### src/rtl/kglip_pkg.sv
// shared types and constants for the key group last-input-priority filter
package kglip_pkg;

    // default sizes
    localparam int NUM_KEYS_DEF   = 256;
    localparam int NUM_GROUPS_DEF = 'h10;

    // result kinds
    localparam logic [1:0] KIND_PASS        = 2'd0;
    localparam logic [1:0] KIND_SYNTH       = 2'd1;
    localparam logic [1:0] KIND_BIND_OK     = 2'd2;
    localparam logic [1:0] KIND_BIND_REJECT = 2'd3;

    // input class decided at the front
    typedef enum logic [1:0] {
        CLS_BIND,
        CLS_PASS,
        CLS_EVENT
    } t_cls;

    // queue word between front and back
    typedef struct packed {
        t_cls       cls;
        logic [7:0] key;
        logic       pressed;
        logic [3:0] gid;
        logic       in_range;
    } t_qent;

    // one result word
    typedef struct packed {
        logic [7:0] key;
        logic       pressed;
        logic [1:0] kind;
        logic       last;
    } t_res;

endpackage

### src/rtl/kglip_in_if.sv
// input channel: key event or bind word
interface kglip_in_if;
    logic       valid;
    logic       ready;
    logic       operation;
    logic [7:0] key_code;
    logic       key_pressed;
    logic       injected;
    logic [3:0] group_id;

    modport source (
        output valid, operation, key_code, key_pressed, injected, group_id,
        input  ready
    );
    modport sink (
        input  valid, operation, key_code, key_pressed, injected, group_id,
        output ready
    );
endinterface

### src/rtl/kglip_out_if.sv
// output channel: reported key event or bind status word
interface kglip_out_if;
    logic       valid;
    logic       ready;
    logic [7:0] out_key;
    logic       out_pressed;
    logic [1:0] kind;
    logic       last;

    modport source (
        output valid, out_key, out_pressed, kind, last,
        input  ready
    );
    modport sink (
        input  valid, out_key, out_pressed, kind, last,
        output ready
    );
endinterface

### src/rtl/kglip_ram.sv
// generic single-port-write ram with registered read
module kglip_ram #(
    parameter int WIDTH = 8,
    parameter int DEPTH = 256
) (
    input  logic                     i_clk,
    input  logic                     i_we,
    input  logic [$clog2(DEPTH)-1:0] i_waddr,
    input  logic [WIDTH-1:0]         i_wdata,
    input  logic                     i_re,
    input  logic [$clog2(DEPTH)-1:0] i_raddr,
    output logic [WIDTH-1:0]         o_rdata
);
    logic [WIDTH-1:0] r_mem [DEPTH];
    logic [WIDTH-1:0] r_rdata;

    // write port
    always_ff @(posedge i_clk) begin
        if (i_we) begin
            r_mem[i_waddr] <= i_wdata;
        end
    end

    // registered read, holds when not enabled
    always_ff @(posedge i_clk) begin
        if (i_re) begin
            r_rdata <= r_mem[i_raddr];
        end
    end

    assign o_rdata = r_rdata;
endmodule

### src/rtl/kglip_fifo.sv
// small register fifo
module kglip_fifo #(
    parameter int WIDTH = 8,
    parameter int DEPTH = 2
) (
    input  logic             i_clk,
    input  logic             i_rst_n,
    input  logic             i_push,
    input  logic [WIDTH-1:0] i_data,
    output logic             o_full,
    input  logic             i_pop,
    output logic             o_valid,
    output logic [WIDTH-1:0] o_data
);
    localparam int PW = (DEPTH > 1) ? $clog2(DEPTH) : 1;
    localparam int CW = $clog2(DEPTH + 1);

    logic [WIDTH-1:0] r_mem [DEPTH];
    logic [PW-1:0]    r_wr_ptr, n_wr_ptr;
    logic [PW-1:0]    r_rd_ptr, n_rd_ptr;
    logic [CW-1:0]    r_count,  n_count;
    logic             do_push, do_pop;

    assign o_full  = (r_count == CW'(DEPTH));
    assign o_valid = (r_count != '0);
    assign o_data  = r_mem[r_rd_ptr];
    assign do_push = i_push && !o_full;
    assign do_pop  = i_pop && o_valid;

    // pointer and count update
    always_comb begin
        n_wr_ptr = r_wr_ptr;
        n_rd_ptr = r_rd_ptr;
        n_count  = r_count;
        if (do_push) begin
            n_wr_ptr = (r_wr_ptr == PW'(DEPTH - 1)) ? '0 : r_wr_ptr + PW'(1);
        end
        if (do_pop) begin
            n_rd_ptr = (r_rd_ptr == PW'(DEPTH - 1)) ? '0 : r_rd_ptr + PW'(1);
        end
        if (do_push && !do_pop) begin
            n_count = r_count + CW'(1);
        end else if (do_pop && !do_push) begin
            n_count = r_count - CW'(1);
        end
    end

    always_ff @(posedge i_clk) begin
        if (!i_rst_n) begin
            r_wr_ptr <= '0;
            r_rd_ptr <= '0;
            r_count  <= '0;
        end else begin
            r_wr_ptr <= n_wr_ptr;
            r_rd_ptr <= n_rd_ptr;
            r_count  <= n_count;
        end
    end

    // storage
    always_ff @(posedge i_clk) begin
        if (do_push) begin
            r_mem[r_wr_ptr] <= i_data;
        end
    end
endmodule

### src/rtl/kglip_front.sv
// front end: takes input words, holds bypass, classifies into queue words
module kglip_front
    import kglip_pkg::*;
#(
    parameter int NUM_KEYS = NUM_KEYS_DEF
) (
    input  logic       i_clk,
    input  logic       i_rst_n,
    input  logic       i_cfg_we,
    input  logic       i_cfg_wdata,
    kglip_in_if.sink   i_in_word,
    input  logic       i_q_full,
    output logic       o_q_push,
    output t_qent      o_q_data
);
    logic r_bypass;
    logic in_range;

    // bypass register
    always_ff @(posedge i_clk) begin
        if (!i_rst_n) begin
            r_bypass <= 1'b0;
        end else if (i_cfg_we) begin
            r_bypass <= i_cfg_wdata;
        end
    end

    assign in_range        = ({1'b0, i_in_word.key_code} < 9'(NUM_KEYS));
    assign i_in_word.ready = !i_q_full;
    assign o_q_push        = i_in_word.valid && !i_q_full;

    // classify the word
    always_comb begin
        o_q_data.key      = i_in_word.key_code;
        o_q_data.pressed  = i_in_word.key_pressed;
        o_q_data.gid      = i_in_word.group_id;
        o_q_data.in_range = in_range;
        if (i_in_word.operation) begin
            o_q_data.cls = CLS_BIND;
        end else if (r_bypass || i_in_word.injected || !in_range) begin
            o_q_data.cls = CLS_PASS;
        end else begin
            o_q_data.cls = CLS_EVENT;
        end
    end
endmodule

### src/rtl/kglip_back.sv
// back end: key and group state, read-modify-write, result generation
module kglip_back
    import kglip_pkg::*;
#(
    parameter int NUM_KEYS   = NUM_KEYS_DEF,
    parameter int NUM_GROUPS = NUM_GROUPS_DEF
) (
    input  logic  i_clk,
    input  logic  i_rst_n,
    input  logic  i_q_valid,
    input  t_qent i_q_data,
    output logic  o_q_pop,
    input  logic  i_res_full,
    output logic  o_res_push,
    output t_res  o_res
);
    localparam int KW = $clog2(NUM_KEYS);
    localparam int GW = (NUM_GROUPS > 1) ? $clog2(NUM_GROUPS) : 1;
    localparam int EW = GW + 1;

    // per-key and per-group state
    logic [NUM_KEYS-1:0] r_bound;
    logic [7:0]          r_act  [NUM_GROUPS];
    logic [7:0]          r_prev [NUM_GROUPS];

    // execute slot, ram bypass, pending second result
    logic          r_b_valid;
    t_qent         r_b;
    logic          r_fwd;
    logic [EW-1:0] r_fwd_ent;
    logic          r_pend_valid;
    t_res          r_pend;

    logic [GW-1:0] mod_tab [16];
    logic [GW-1:0] grp_cur, gid_red;
    logic [EW-1:0] ent_rd, ent_cur, ent_wdata;
    logic          ent_we;
    logic [KW-1:0] b_kidx, q_kidx;
    logic          b_load, b_exec;
    logic          bound_b, held_b, bind_ok;
    logic [7:0]    act, prev;

    logic          res1_v, res2_v;
    t_res          res1, res2;
    logic          held_we, held_new;
    logic          act_we, prev_we;
    logic [7:0]    act_new, prev_new;

    // group number wrap table
    for (genvar i = 0; i < 16; i++) begin : g_mod
        assign mod_tab[i] = GW'(i % NUM_GROUPS);
    end

    assign b_kidx  = r_b.key[KW-1:0];
    assign q_kidx  = i_q_data.key[KW-1:0];
    assign b_exec  = r_b_valid && !r_pend_valid && !i_res_full;
    assign b_load  = i_q_valid && (!r_b_valid || b_exec);
    assign o_q_pop = b_load;

    // key entry: held flag over group number
    assign gid_red   = mod_tab[r_b.gid];
    assign ent_cur   = r_fwd ? r_fwd_ent : ent_rd;
    assign grp_cur   = ent_cur[GW-1:0];
    assign held_b    = ent_cur[GW];
    assign bound_b   = r_bound[b_kidx];
    assign act       = r_act[grp_cur];
    assign prev      = r_prev[grp_cur];
    assign bind_ok   = (r_b.cls == CLS_BIND) && r_b.in_range && !bound_b;
    assign ent_we    = b_exec && (bind_ok || held_we);
    assign ent_wdata = bind_ok ? {1'b0, gid_red} : {held_new, grp_cur};

    // per-key group number and held flag, undefined until bound; a bind writes both
    kglip_ram #(
        .WIDTH (EW),
        .DEPTH (NUM_KEYS)
    ) u_grp_ram (
        .i_clk   (i_clk),
        .i_we    (ent_we),
        .i_waddr (b_kidx),
        .i_wdata (ent_wdata),
        .i_re    (b_load),
        .i_raddr (q_kidx),
        .o_rdata (ent_rd)
    );

    // decide results and state changes for the word in the execute slot
    always_comb begin
        res1_v   = 1'b0;
        res2_v   = 1'b0;
        res1     = '{key: r_b.key, pressed: r_b.pressed, kind: KIND_PASS, last: 1'b1};
        res2     = '{key: 8'd0, pressed: 1'b0, kind: KIND_SYNTH, last: 1'b1};
        held_we  = 1'b0;
        held_new = 1'b0;
        act_we   = 1'b0;
        act_new  = act;
        prev_we  = 1'b0;
        prev_new = prev;
        case (r_b.cls)
            CLS_BIND: begin
                res1_v       = 1'b1;
                res1.pressed = 1'b0;
                res1.kind    = bind_ok ? KIND_BIND_OK : KIND_BIND_REJECT;
            end
            CLS_PASS: begin
                res1_v = 1'b1;
            end
            CLS_EVENT: begin
                if (!bound_b) begin
                    res1_v = 1'b1;
                end else if (r_b.pressed) begin
                    // new press takes over the group
                    if (!held_b) begin
                        held_we      = 1'b1;
                        held_new     = 1'b1;
                        res1_v       = 1'b1;
                        res1.kind    = KIND_SYNTH;
                        act_we       = 1'b1;
                        act_new      = r_b.key;
                        if (act != 8'd0 && act != r_b.key) begin
                            prev_we  = 1'b1;
                            prev_new = act;
                            res2_v   = 1'b1;
                            res2.key = act;
                        end
                    end
                end else begin
                    // release, with restore of the earlier key
                    if (!held_b) begin
                        if (prev == r_b.key) begin
                            prev_we  = 1'b1;
                            prev_new = 8'd0;
                        end
                    end else begin
                        held_we   = 1'b1;
                        held_new  = 1'b0;
                        res1_v    = 1'b1;
                        res1.kind = KIND_SYNTH;
                        prev_we   = 1'b1;
                        prev_new  = 8'd0;
                        if (act == r_b.key && prev != 8'd0) begin
                            act_we       = 1'b1;
                            act_new      = prev;
                            res2_v       = 1'b1;
                            res2.key     = prev;
                            res2.pressed = 1'b1;
                        end else if (act == r_b.key) begin
                            act_we  = 1'b1;
                            act_new = 8'd0;
                        end
                    end
                end
            end
            default: begin
                res1_v = 1'b0;
            end
        endcase
        res1.last = !res2_v;
    end

    assign o_res_push = r_pend_valid ? !i_res_full : (b_exec && res1_v);
    assign o_res      = r_pend_valid ? r_pend : res1;

    // control and state registers
    always_ff @(posedge i_clk) begin
        if (!i_rst_n) begin
            r_bound      <= '0;
            r_b_valid    <= 1'b0;
            r_fwd        <= 1'b0;
            r_pend_valid <= 1'b0;
            for (int i = 0; i < NUM_GROUPS; i++) begin
                r_act[i]  <= 8'd0;
                r_prev[i] <= 8'd0;
            end
        end else begin
            if (b_exec) begin
                if (bind_ok) begin
                    r_bound[b_kidx] <= 1'b1;
                end
                if (act_we) begin
                    r_act[grp_cur] <= act_new;
                end
                if (prev_we) begin
                    r_prev[grp_cur] <= prev_new;
                end
                r_pend_valid <= res2_v;
            end else if (r_pend_valid && !i_res_full) begin
                r_pend_valid <= 1'b0;
            end
            if (b_load) begin
                r_b_valid <= 1'b1;
                r_fwd     <= ent_we && (q_kidx == b_kidx);
            end else if (b_exec) begin
                r_b_valid <= 1'b0;
            end
        end
    end

    // payload registers
    always_ff @(posedge i_clk) begin
        if (b_load) begin
            r_b       <= i_q_data;
            r_fwd_ent <= ent_wdata;
        end
        if (b_exec) begin
            r_pend <= res2;
        end
    end
endmodule

### src/rtl/key_group_last_input_priority.sv
// path: input word, command queue, execute slot, output queue, first result word
// throughput: one word per cycle; full output or a second result stalls it
// the back-end execute slot and its single result write per cycle set the rate
// reset: synchronous active-low, clears bypass, bound bits, group entries, queues
// the key ram (group, held flag) is not swept; a bind writes the entry before use
// top level: front classifier, queue, back executor, output queue
module key_group_last_input_priority
    import kglip_pkg::*;
#(
    parameter int NUM_KEYS   = NUM_KEYS_DEF,
    parameter int NUM_GROUPS = NUM_GROUPS_DEF
) (
    input  logic        i_clk,
    input  logic        i_rst_n,
    input  logic        i_cfg_we,
    input  logic        i_cfg_wdata,
    kglip_in_if.sink    i_in_word,
    kglip_out_if.source o_out_word
);
    localparam int QW = $bits(t_qent);
    localparam int RW = $bits(t_res);

    logic        q_push, q_full, q_pop, q_valid;
    t_qent       q_wdata;
    logic [QW-1:0] q_rdata;
    logic        res_push, res_full, res_valid;
    t_res        res_wdata;
    logic [RW-1:0] res_rdata;
    t_res        res_head;

    // front end
    kglip_front #(
        .NUM_KEYS (NUM_KEYS)
    ) u_front (
        .i_clk       (i_clk),
        .i_rst_n     (i_rst_n),
        .i_cfg_we    (i_cfg_we),
        .i_cfg_wdata (i_cfg_wdata),
        .i_in_word   (i_in_word),
        .i_q_full    (q_full),
        .o_q_push    (q_push),
        .o_q_data    (q_wdata)
    );

    // queue between front and back
    kglip_fifo #(
        .WIDTH (QW),
        .DEPTH (2)
    ) u_cmd_q (
        .i_clk   (i_clk),
        .i_rst_n (i_rst_n),
        .i_push  (q_push),
        .i_data  (q_wdata),
        .o_full  (q_full),
        .i_pop   (q_pop),
        .o_valid (q_valid),
        .o_data  (q_rdata)
    );

    // back end
    kglip_back #(
        .NUM_KEYS   (NUM_KEYS),
        .NUM_GROUPS (NUM_GROUPS)
    ) u_back (
        .i_clk      (i_clk),
        .i_rst_n    (i_rst_n),
        .i_q_valid  (q_valid),
        .i_q_data   (t_qent'(q_rdata)),
        .o_q_pop    (q_pop),
        .i_res_full (res_full),
        .o_res_push (res_push),
        .o_res      (res_wdata)
    );

    // output queue
    kglip_fifo #(
        .WIDTH (RW),
        .DEPTH (2)
    ) u_res_q (
        .i_clk   (i_clk),
        .i_rst_n (i_rst_n),
        .i_push  (res_push),
        .i_data  (res_wdata),
        .o_full  (res_full),
        .i_pop   (o_out_word.valid && o_out_word.ready),
        .o_valid (res_valid),
        .o_data  (res_rdata)
    );

    // output word
    assign res_head               = t_res'(res_rdata);
    assign o_out_word.valid       = res_valid;
    assign o_out_word.out_key     = res_head.key;
    assign o_out_word.out_pressed = res_head.pressed;
    assign o_out_word.kind        = res_head.kind;
    assign o_out_word.last        = res_head.last;
endmodule

### src/flat_wrapper.sv
// flat-port wrapper written by rule: the top's interface ports become plain ports
module key_group_last_input_priority_flat import kglip_pkg::*;
#(
    parameter int NUM_KEYS   = NUM_KEYS_DEF,
    parameter int NUM_GROUPS = NUM_GROUPS_DEF
)
  (i_clk, i_rst_n, i_cfg_we, i_cfg_wdata, i_in_word_valid, i_in_word_operation, i_in_word_key_code, i_in_word_key_pressed, i_in_word_injected, i_in_word_group_id, i_in_word_ready, o_out_word_valid, o_out_word_out_key, o_out_word_out_pressed, o_out_word_kind, o_out_word_last, o_out_word_ready);
  kglip_in_if i_in_word_i ();
  kglip_out_if o_out_word_i ();
  input  logic i_clk;
  input  logic i_rst_n;
  input  logic i_cfg_we;
  input  logic i_cfg_wdata;
  input wire logic [$bits(i_in_word_i.valid)-1:0] i_in_word_valid;
  input wire logic [$bits(i_in_word_i.operation)-1:0] i_in_word_operation;
  input wire logic [$bits(i_in_word_i.key_code)-1:0] i_in_word_key_code;
  input wire logic [$bits(i_in_word_i.key_pressed)-1:0] i_in_word_key_pressed;
  input wire logic [$bits(i_in_word_i.injected)-1:0] i_in_word_injected;
  input wire logic [$bits(i_in_word_i.group_id)-1:0] i_in_word_group_id;
  output wire logic [$bits(i_in_word_i.ready)-1:0] i_in_word_ready;
  output wire logic [$bits(o_out_word_i.valid)-1:0] o_out_word_valid;
  output wire logic [$bits(o_out_word_i.out_key)-1:0] o_out_word_out_key;
  output wire logic [$bits(o_out_word_i.out_pressed)-1:0] o_out_word_out_pressed;
  output wire logic [$bits(o_out_word_i.kind)-1:0] o_out_word_kind;
  output wire logic [$bits(o_out_word_i.last)-1:0] o_out_word_last;
  input wire logic [$bits(o_out_word_i.ready)-1:0] o_out_word_ready;
  assign i_in_word_i.valid = i_in_word_valid;
  assign i_in_word_i.operation = i_in_word_operation;
  assign i_in_word_i.key_code = i_in_word_key_code;
  assign i_in_word_i.key_pressed = i_in_word_key_pressed;
  assign i_in_word_i.injected = i_in_word_injected;
  assign i_in_word_i.group_id = i_in_word_group_id;
  assign i_in_word_ready = i_in_word_i.ready;
  assign o_out_word_valid = o_out_word_i.valid;
  assign o_out_word_out_key = o_out_word_i.out_key;
  assign o_out_word_out_pressed = o_out_word_i.out_pressed;
  assign o_out_word_kind = o_out_word_i.kind;
  assign o_out_word_last = o_out_word_i.last;
  assign o_out_word_i.ready = o_out_word_ready;
  key_group_last_input_priority #(.NUM_KEYS(NUM_KEYS), .NUM_GROUPS(NUM_GROUPS)) u_core (.i_clk(i_clk), .i_rst_n(i_rst_n), .i_cfg_we(i_cfg_we), .i_cfg_wdata(i_cfg_wdata), .i_in_word(i_in_word_i), .o_out_word(o_out_word_i));
endmodule
### config.mk
export PLATFORM = sky130hd
export DESIGN_NAME = key_group_last_input_priority_flat
export DESIGN_NICKNAME = d
export VERILOG_FILES = /design/src/rtl/kglip_pkg.sv /design/src/rtl/kglip_in_if.sv /design/src/rtl/kglip_out_if.sv /design/src/rtl/kglip_ram.sv /design/src/rtl/kglip_fifo.sv /design/src/rtl/kglip_front.sv /design/src/rtl/kglip_back.sv /design/src/rtl/key_group_last_input_priority.sv /design/src/flat_wrapper.sv
export SDC_FILE = /design/constraint.sdc
export NUM_CORES = 2
export LEC_CHECK = 0
export ABC_AREA = 1
export BUFFER_PORTS_ARGS = -buffer_cell sky130_fd_sc_hd__buf_4
export CAP_MARGIN = 25
export CORE_MARGIN = 3
export CORE_UTILIZATION = 50
export CTS_CLUSTER_SIZE = 28
export DETAILED_ROUTE_END_ITERATION = 8
export PLACE_DENSITY = 0.68
export SLEW_MARGIN = 20
export SYNTH_ARGS = -nofsm -noshare
export SYNTH_HDL_FRONTEND = slang
export SYNTH_SLANG_ARGS = --single-unit
export TNS_END_PERCENT = 30
### constraint.sdc
create_clock -name i_clk -period 13.97 [get_ports i_clk]
set_input_delay 1.397 -clock i_clk [delete_from_list [all_inputs] [get_ports i_clk]]
set_output_delay 1.397 -clock i_clk [all_outputs]
set_load 0.005 [all_outputs]
### Word level (Yosys, flattened, before mapping)

Memories as Yosys holds them, arrays and structs flattened. A register that Yosys moved wholly into a read port is not among the register bits.
Index checks and enable logic that the tools add are counted.

* bitwise operators: 5
* order comparisons: 3
* add/sub/neg operators: 8
* mux-type cells: 103
* equality and inequality tests: 8
* reductions and logical operators: 50

Operators with widths (number)
* bitwise OR 256 bit: 1
* two-way mux 8 bit: 19
* two-way mux 1 bit: 63
* equality test 8 bit: 3
* logical AND 1 bit: 22
* two-way mux 9 bit: 2
* two-way mux 2 bit: 8
* two-way mux 4 bit: 4
* nonzero test 8 bit: 2
* OR reduction 8 bit: 2
* two-way mux 12 bit: 1
* nonzero test 2 bit: 6
* zero test 1 bit: 10
* two-way mux 5 bit: 2
* less-than comparator 8 x 9 -> 1 bit (second input constant): 1
* binary-select mux 1 bit (select 8 bit): 1
* demux 1 bit (select 8 bit): 1
* greater-or-equal comparator 8 x 1 -> 1 bit (second input constant): 1
* != test 8 bit: 1
* equality test 2 bit (second input constant): 3
* greater-or-equal comparator 5 bit (second input constant): 1
* inverter 4 -> 5 bit: 1
* adder 1 bit (second input constant): 4
* adder 2 x 1 -> 2 bit (second input constant): 2
* other kinds (10): 16

* word-level logic and storage cells: 202
* memory bits (read-only): 64
* RAM bits: 1590
* memories kept: 6
* bits in registers: 298
* output and inout bits: 14

Memories
* u_core.u_back.u_grp_ram.r_mem: depth 256, bits a word 5, read ports 1, clocked after memory_dff 1, write ports 1, RTL line kglip_ram.sv:14 `logic [WIDTH-1:0] r_mem [DEPTH];`
* u_core.u_back.r_act: depth 16, bits a word 8, read ports 1, clocked after memory_dff 0, write ports 16, RTL line kglip_back.sv:23 `logic [7:0] r_act [NUM_GROUPS];`
* u_core.u_back.r_prev: depth 16, bits a word 8, read ports 1, clocked after memory_dff 0, write ports 16, RTL line kglip_back.sv:24 `logic [7:0] r_prev [NUM_GROUPS];`
* (no name shown): depth 16, bits a word 4, read ports 1, clocked after memory_dff 0, write ports 0, RTL line kglip_back.sv:61 `assign gid_red = mod_tab[r_b.gid];`
* u_core.u_cmd_q.r_mem: depth 2, bits a word 15, read ports 1, clocked after memory_dff 1, write ports 1, RTL line kglip_fifo.sv:18 `logic [WIDTH-1:0] r_mem [DEPTH];`
* u_core.u_res_q.r_mem: depth 2, bits a word 12, read ports 1, clocked after memory_dff 1, write ports 1, RTL line kglip_fifo.sv:18

### Longest topological paths before layout

An unclocked memory read counts as a cell.

* word-level depth: 15
* gate-level depth with buffers: 24
* gate-level depth less buffers: 21

### Hierarchy

A second synthesis with hierarchy kept.

* cell total of the unflattened synthesis: 8363
* area, all modules: 83004.6 µm²

Modules (own cells, without submodules)
* kglip_ram: cells an instance 4552, times used 1, area each 52768.1 µm², seq. area each 38587.0 µm²
* kglip_back: cells an instance 3621, times used 1, area each 27450.1 µm², seq. area each 13773.2 µm²
* kglip_fifo (u_core.u_cmd_q): cells an instance 87, times used 1, area each 1455.1 µm², seq. area each 1061.0 µm²
* kglip_fifo (u_core.u_res_q): cells an instance 74, times used 1, area each 1152.4 µm², seq. area each 820.8 µm²
* kglip_front: cells an instance 27, times used 1, area each 171.4 µm², seq. area each 20.0 µm²
* key_group_last_input_priority: cells an instance 2, times used 1, area each 7.5 µm², seq. area each 0.0 µm²

### Worst setup path before layout

Ideal clock, no wire load.

* path type: flip-flop to flip-flop
* from: register u_core.u_back.r_b, in the netlist u_core.u_back.b_kidx[0]
* to: register u_core.u_back.r_fwd_ent[0] (data pin)
* path buffers: 2
* data required time: 11776 ps
* cell stages (with the launch flop): 16
* arrival time: 11769 ps
* period minus slack after synthesis: 13964 ps
* library setup time: 2194 ps
* setup slack: 6 ps
* cells stage by stage: edfxtp_1 > buf_2 > nor2_2 > clkbuf_1 > nand2_1 > nand4_1 > nand2_1 > nand2_1 > o21ai_0 > nand2_1 > nor2_1 > nor2_1 > nor2_1 > nand2_4 > nor2_4 > o21ai_0

* longest elaborated chain between the ends: 5

Ends and longest elaborated chain
* start: declaration: RTL line kglip_back.sv:28 `t_qent r_b;`
* start signal: assignment: RTL line kglip_back.sv:201 `r_b <= i_q_data;`
* binary-select mux 1 bit (select 8 bit): RTL line kglip_back.sv:65 `assign bound_b = r_bound[b_kidx];`
* two-way mux 1 bit (implied by the code): RTL line kglip_back.sv:65
* zero test 1 bit
* logical AND 1 bit: RTL line kglip_back.sv:68 `assign bind_ok = (r_b.cls == CLS_BIND) && r_b.in_range && !bound_b;`
* two-way mux 5 bit: RTL line kglip_back.sv:70 `assign ent_wdata = bind_ok ? {1'b0, gid_red} : {held_new, grp_cur};`
* named net u_core.u_back.ent_wdata[0]: RTL line kglip_back.sv:36 `logic [EW-1:0] ent_rd, ent_cur, ent_wdata;`
* end signal: assignment: RTL line kglip_back.sv:202 `r_fwd_ent <= ent_wdata;`
* end: declaration: RTL line kglip_back.sv:30 `logic [EW-1:0] r_fwd_ent;`

The timed path passes the listed nets, and every way through them passes these cells. The select of a mux whose other input is x is not followed.
A chain may end at the register's enable or synchronous reset.

### Worst setup path in the final report

* from: register u_core.u_back.r_b, in the netlist u_core.u_back.b_kidx[0]
* to: register u_core.u_back.r_bound[167]

* longest elaborated chain between the ends: 5
* elaborated cells on any way between the ends: 11

Ends and longest elaborated chain
* binary-select mux 1 bit (select 8 bit), or another cell as far along: RTL line kglip_back.sv:65
* two-way mux 1 bit (implied by the code) / logical AND 1 bit (equally long branches): RTL line kglip_back.sv:65, kglip_back.sv:177
* zero test 1 bit / two-way mux 1 bit (equally long branches)
* logical AND 1 bit / demux 1 bit (select 8 bit) (equally long branches): RTL line kglip_back.sv:68, kglip_back.sv:177
* AND reduction 2 bit (no line) / bitwise OR 256 bit (equally long branches)
* end signal: assignment: RTL line kglip_back.sv:166 `r_bound <= '0;`
* end signal: indexed assignment: RTL line kglip_back.sv:177 `r_bound[b_kidx] <= 1'b1;`
* end: declaration: RTL line kglip_back.sv:22 `logic [NUM_KEYS-1:0] r_bound;`

Parallel ways exist; a longest one is shown, timed or not. The select of a mux whose other input is x is not followed.

==> results.json <==
{
  "p_int_mw": 11.4,
  "hold_violations": 0,
  "multiInputGateArea_um2": 22300,
  "path_cells": "buf_4, nand2_2, buf_4, inv_2, nand2_1, nand4_1, nand2_1, nand2_1, o21ai_0, nand2_1, nor2_1, nor2_1, nor2_1, nand2_4, nor2_4, nand2_1, inv_6, buf_4, buf_4, nand3_1, a21oi_1",
  "postCtsResizedCells": 0,
  "dp_hpwl_um": 127000,
  "reg2reg_from": "u_core.u_back.b_kidx[0]",
  "cts.htree.levels": 4,
  "required_ps": 14680,
  "core_area_um2": 159000,
  "cts_made_buffers": 187,
  "powerDensity_nw_per_um2": 215,
  "synth_area_leaders": "edfxtp_1 61%, dfxtp_1 6.7%, o21ai_0 4.7%, nor2_1 4.4%, nand2_1 4.0%",
  "finalNetCount": 7259,
  "wl_per_cell_um": 23.6,
  "min_path_type": "flop to flop",
  "drc": 0,
  "seq_area_um2": 54200,
  "fp.dieArea_um2": 166000,
  "synthXorXnorAreaFrac": 0.000762,
  "place_ws_ps": 7810,
  "finalSetupTns_ps": 0,
  "swShare": 0.402,
  "ant_nets": 0,
  "die_h_um": 407,
  "combPwrFrac": 0.353,
  "status": "finished clean",
  "p_leak_nw": 28.8,
  "worstMarginPinSlew_ps": 1130,
  "clock_power_share": 0.270,
  "antenna_found_initial": 2,
  "synth_common_cells": "1,624 x edfxtp_1, 944 x nor2_1, 848 x nand2_1",
  "io_pins": 35,
  "synth_top_family_by_area": "simple AND/OR/NAND/NOR gates",
  "hold_buffers": 0,
  "crit_path_start_kind": "flop",
  "grt_max_degree": 238,
  "synth_edf_count": 1624,
  "die_w_um": 407,
  "fin_crit_sh": 0.453,
  "maxCapViolations": 0,
  "crit_type": "flop to flop",
  "drive_gt1_frac": 0.0775,
  "rsz0062_at_grt": "false",
  "gp_congestion": 0.904,
  "first_iter_violations": 8313,
  "cts_tree": "done",
  "gr-usage-met3": 0.0517,
  "yosysMostFrequentCell": "edfxtp_1",
  "critPathArrivalTime_ps": 7040,
  "synth_area_per_cell_um2": 10.8,
  "numClockSinks": 1894,
  "async_flop_share": 0,
  "synthDistinctLibCells": 42,
  "synth-seq-area-share": 0.674,
  "end_kind": "flop",
  "critPathMostFrequentCell": "nand2_1",
  "p_sw_mw": 7.65,
  "grt_overflow_total": 0,
  "io_buffers": 34,
  "synth_fa_ha_area_frac": 0.000622,
  "path_clk_slew_ps": 60,
  "setup_viol": 0,
  "wirelength_um": 225000,
  "clock-root-buffer": "clkbuf_16",
  "path_max_fanout": 102,
  "slowest_stage": "buf_4",
  "syn_area_um2": 80400,
  "grt_pass1_vias": 55458,
  "synth_top_area_share": 0.606,
  "vias": 58066,
  "gr-usage-met1": 0.367,
  "startpoint": "u_core.u_back.b_kidx[0]",
  "slew_violations": 0,
  "initial_core_util": 0.505,
  "seq_power_share": 0.376,
  "viasPerCell": 6.09,
  "worst_slack_ps": 7640,
  "dr.pass1.iters": 6,
  "postCtsSetupBuffers": 0,
  "slew_headroom": 0.246,
  "ir_drop_uv": 273,
  "synth_ff_type": "edfxtp_1",
  "area_delta_synth_final_pct": 10.3,
  "grtUsageTotal": 0.267,
  "crit_buf_inv": 6,
  "fillers": 13161,
  "synth_compound_area_frac": 0.127,
  "synth_mux_area_frac": 0.00168,
  "use_met2": 0.420,
  "fin_crit_ps": 6330,
  "crit_family": "buffers and inverters",
  "grt_first_pass_wirelength_um": 339000,
  "min_from": "u_core.u_back.r_bound[73]",
  "timing.fmax_mhz": 158,
  "syn_inst": 7437,
  "synth_warnings": 0,
  "rows": 146,
  "cpPeakStageDelay_ps": 890,
  "yosysTopAreaCell": "edfxtp_1",
  "synth_nets": 7462,
  "busiest_layer": "met2",
  "clk_latency_ps": 840,
  "synth-seq-cells": 1894,
  "worst_clock_skew_ps": 54.8,
  "synth-simple-area-share": 0.144,
  "clockBufferDepth": 3
}
==> worst min-delay path, cell delays in order (launching register included) <==
cell,delay (ps)
dfxtp_1,310
inv_1,40
a21oi_1,50
==> cell families after synthesis <==
| family | Yosys count |
|---|---|
| AND/OR/NAND/NOR | 2680 |
| flip-flops | 1894 |
| AO/OA/AOI/OAI | 1805 |
| buffers and inverters | 1035 |
| multiplexers | 12 |
| XOR/XNOR | 7 |
| adder cells (fa/ha/maj) | 4 |
==> state kept, by name, summed over array words and instances (netlist names), 2 cells and up, named ones only <==
register	cells
u_core.u_back.r_pend	9
u_core.u_res_q.r_count	2
u_core.u_back.r_fwd_ent	5
u_core.u_back.u_grp_ram.r_mem	1280
u_core.u_back.r_bound	256
u_core.u_back.r_act	128
u_core.u_cmd_q.r_mem	30
u_core.u_back.u_grp_ram.o_rdata	5
u_core.u_res_q.r_mem	24
u_core.u_back.r_prev	128
u_core.u_back.b_kidx	8
u_core.u_back.r_b	7
u_core.u_cmd_q.r_count	2
==> power groups by stage <==
| stage | combinational (mW) | sequential [mW] | clock (mW) |
|---|---|---|---|
| after floorplan | 4.02 | 7.78 | 0 |
| after global placement | 6.46 | 7.28 | 0 |
| after detailed placement | 6.53 | 7.28 | 0 |
| after CTS | 6.56 | 7.16 | 5.20 |
| after global routing | 7.17 | 7.17 | 5.43 |
| final | 6.72 | 7.16 | 5.15 |
==> stage by stage <==
stage	area (µm²)	utilization	hold WS, ps	std cells	total power [mW]
after global routing	88700	0.557	461	9540	19.8
final	88700	0.557	447	9541	19.0
after global placement	82200	0.517	436	9180	13.7
after floorplan	80400	-	426	7437	11.8
after detailed placement	82300	0.517	440	9184	13.8
after CTS	88600	0.557	449	9533	18.9
==> final cells by class <==
class	instances	area share
inverter	479	0.0208
timing repair buffer	164	0.0159
clock inverter	110	0.0142
antenna	1	0.0000282
sequential	1894	0.611
clock buffer	239	0.0570
tap	2146	0.0303
multi-input combinational	4508	0.251
==> layout by cell type (no fill, tap or decap), drive strengths merged <==
| cell type | instances |
|---|---|
| edfxtp | 1624 |
| nor2 | 965 |
| nand2 | 874 |
| o21ai | 764 |
| a21oi | 588 |
| nand3 | 488 |
| inv | 481 |
| dfxtp | 270 |
| nor3 | 265 |
| clkbuf | 239 |
| o221ai | 175 |
| buf | 164 |
| o211ai | 145 |
| o22ai | 130 |
| clkinv | 77 |
| nand4 | 67 |
| bufinv | 21 |
| mux2 | 12 |
| nand3b | 11 |
| clkinvlp | 10 |
| or2 | 8 |
| xor2 | 7 |
| ha | 4 |
| diode | 1 |
| a22oi | 1 |
| o31ai | 1 |
| a21boi | 1 |
| nor3b | 1 |
| nor4 | 1 |
==> routing by layer <==
metal,vias to the layer above,share of wire
li1,26221,-
met5,-,0
met4,0,0.040
met2,3113,0.46
met3,549,0.10
met1,28183,0.40
==> path summary, 6_finish.rpt <==
kind	to	slack (ps)	cells past startpoint
max reg2reg	u_core.u_back.r_bound[167]	7640	21
min reg2reg	u_core.u_back.r_bound[73]	450	2
max	u_core.u_back.r_bound[167]	7640	21
min	u_core.u_back.r_bound[73]	450	2
(Power assumes the default switching activity.)
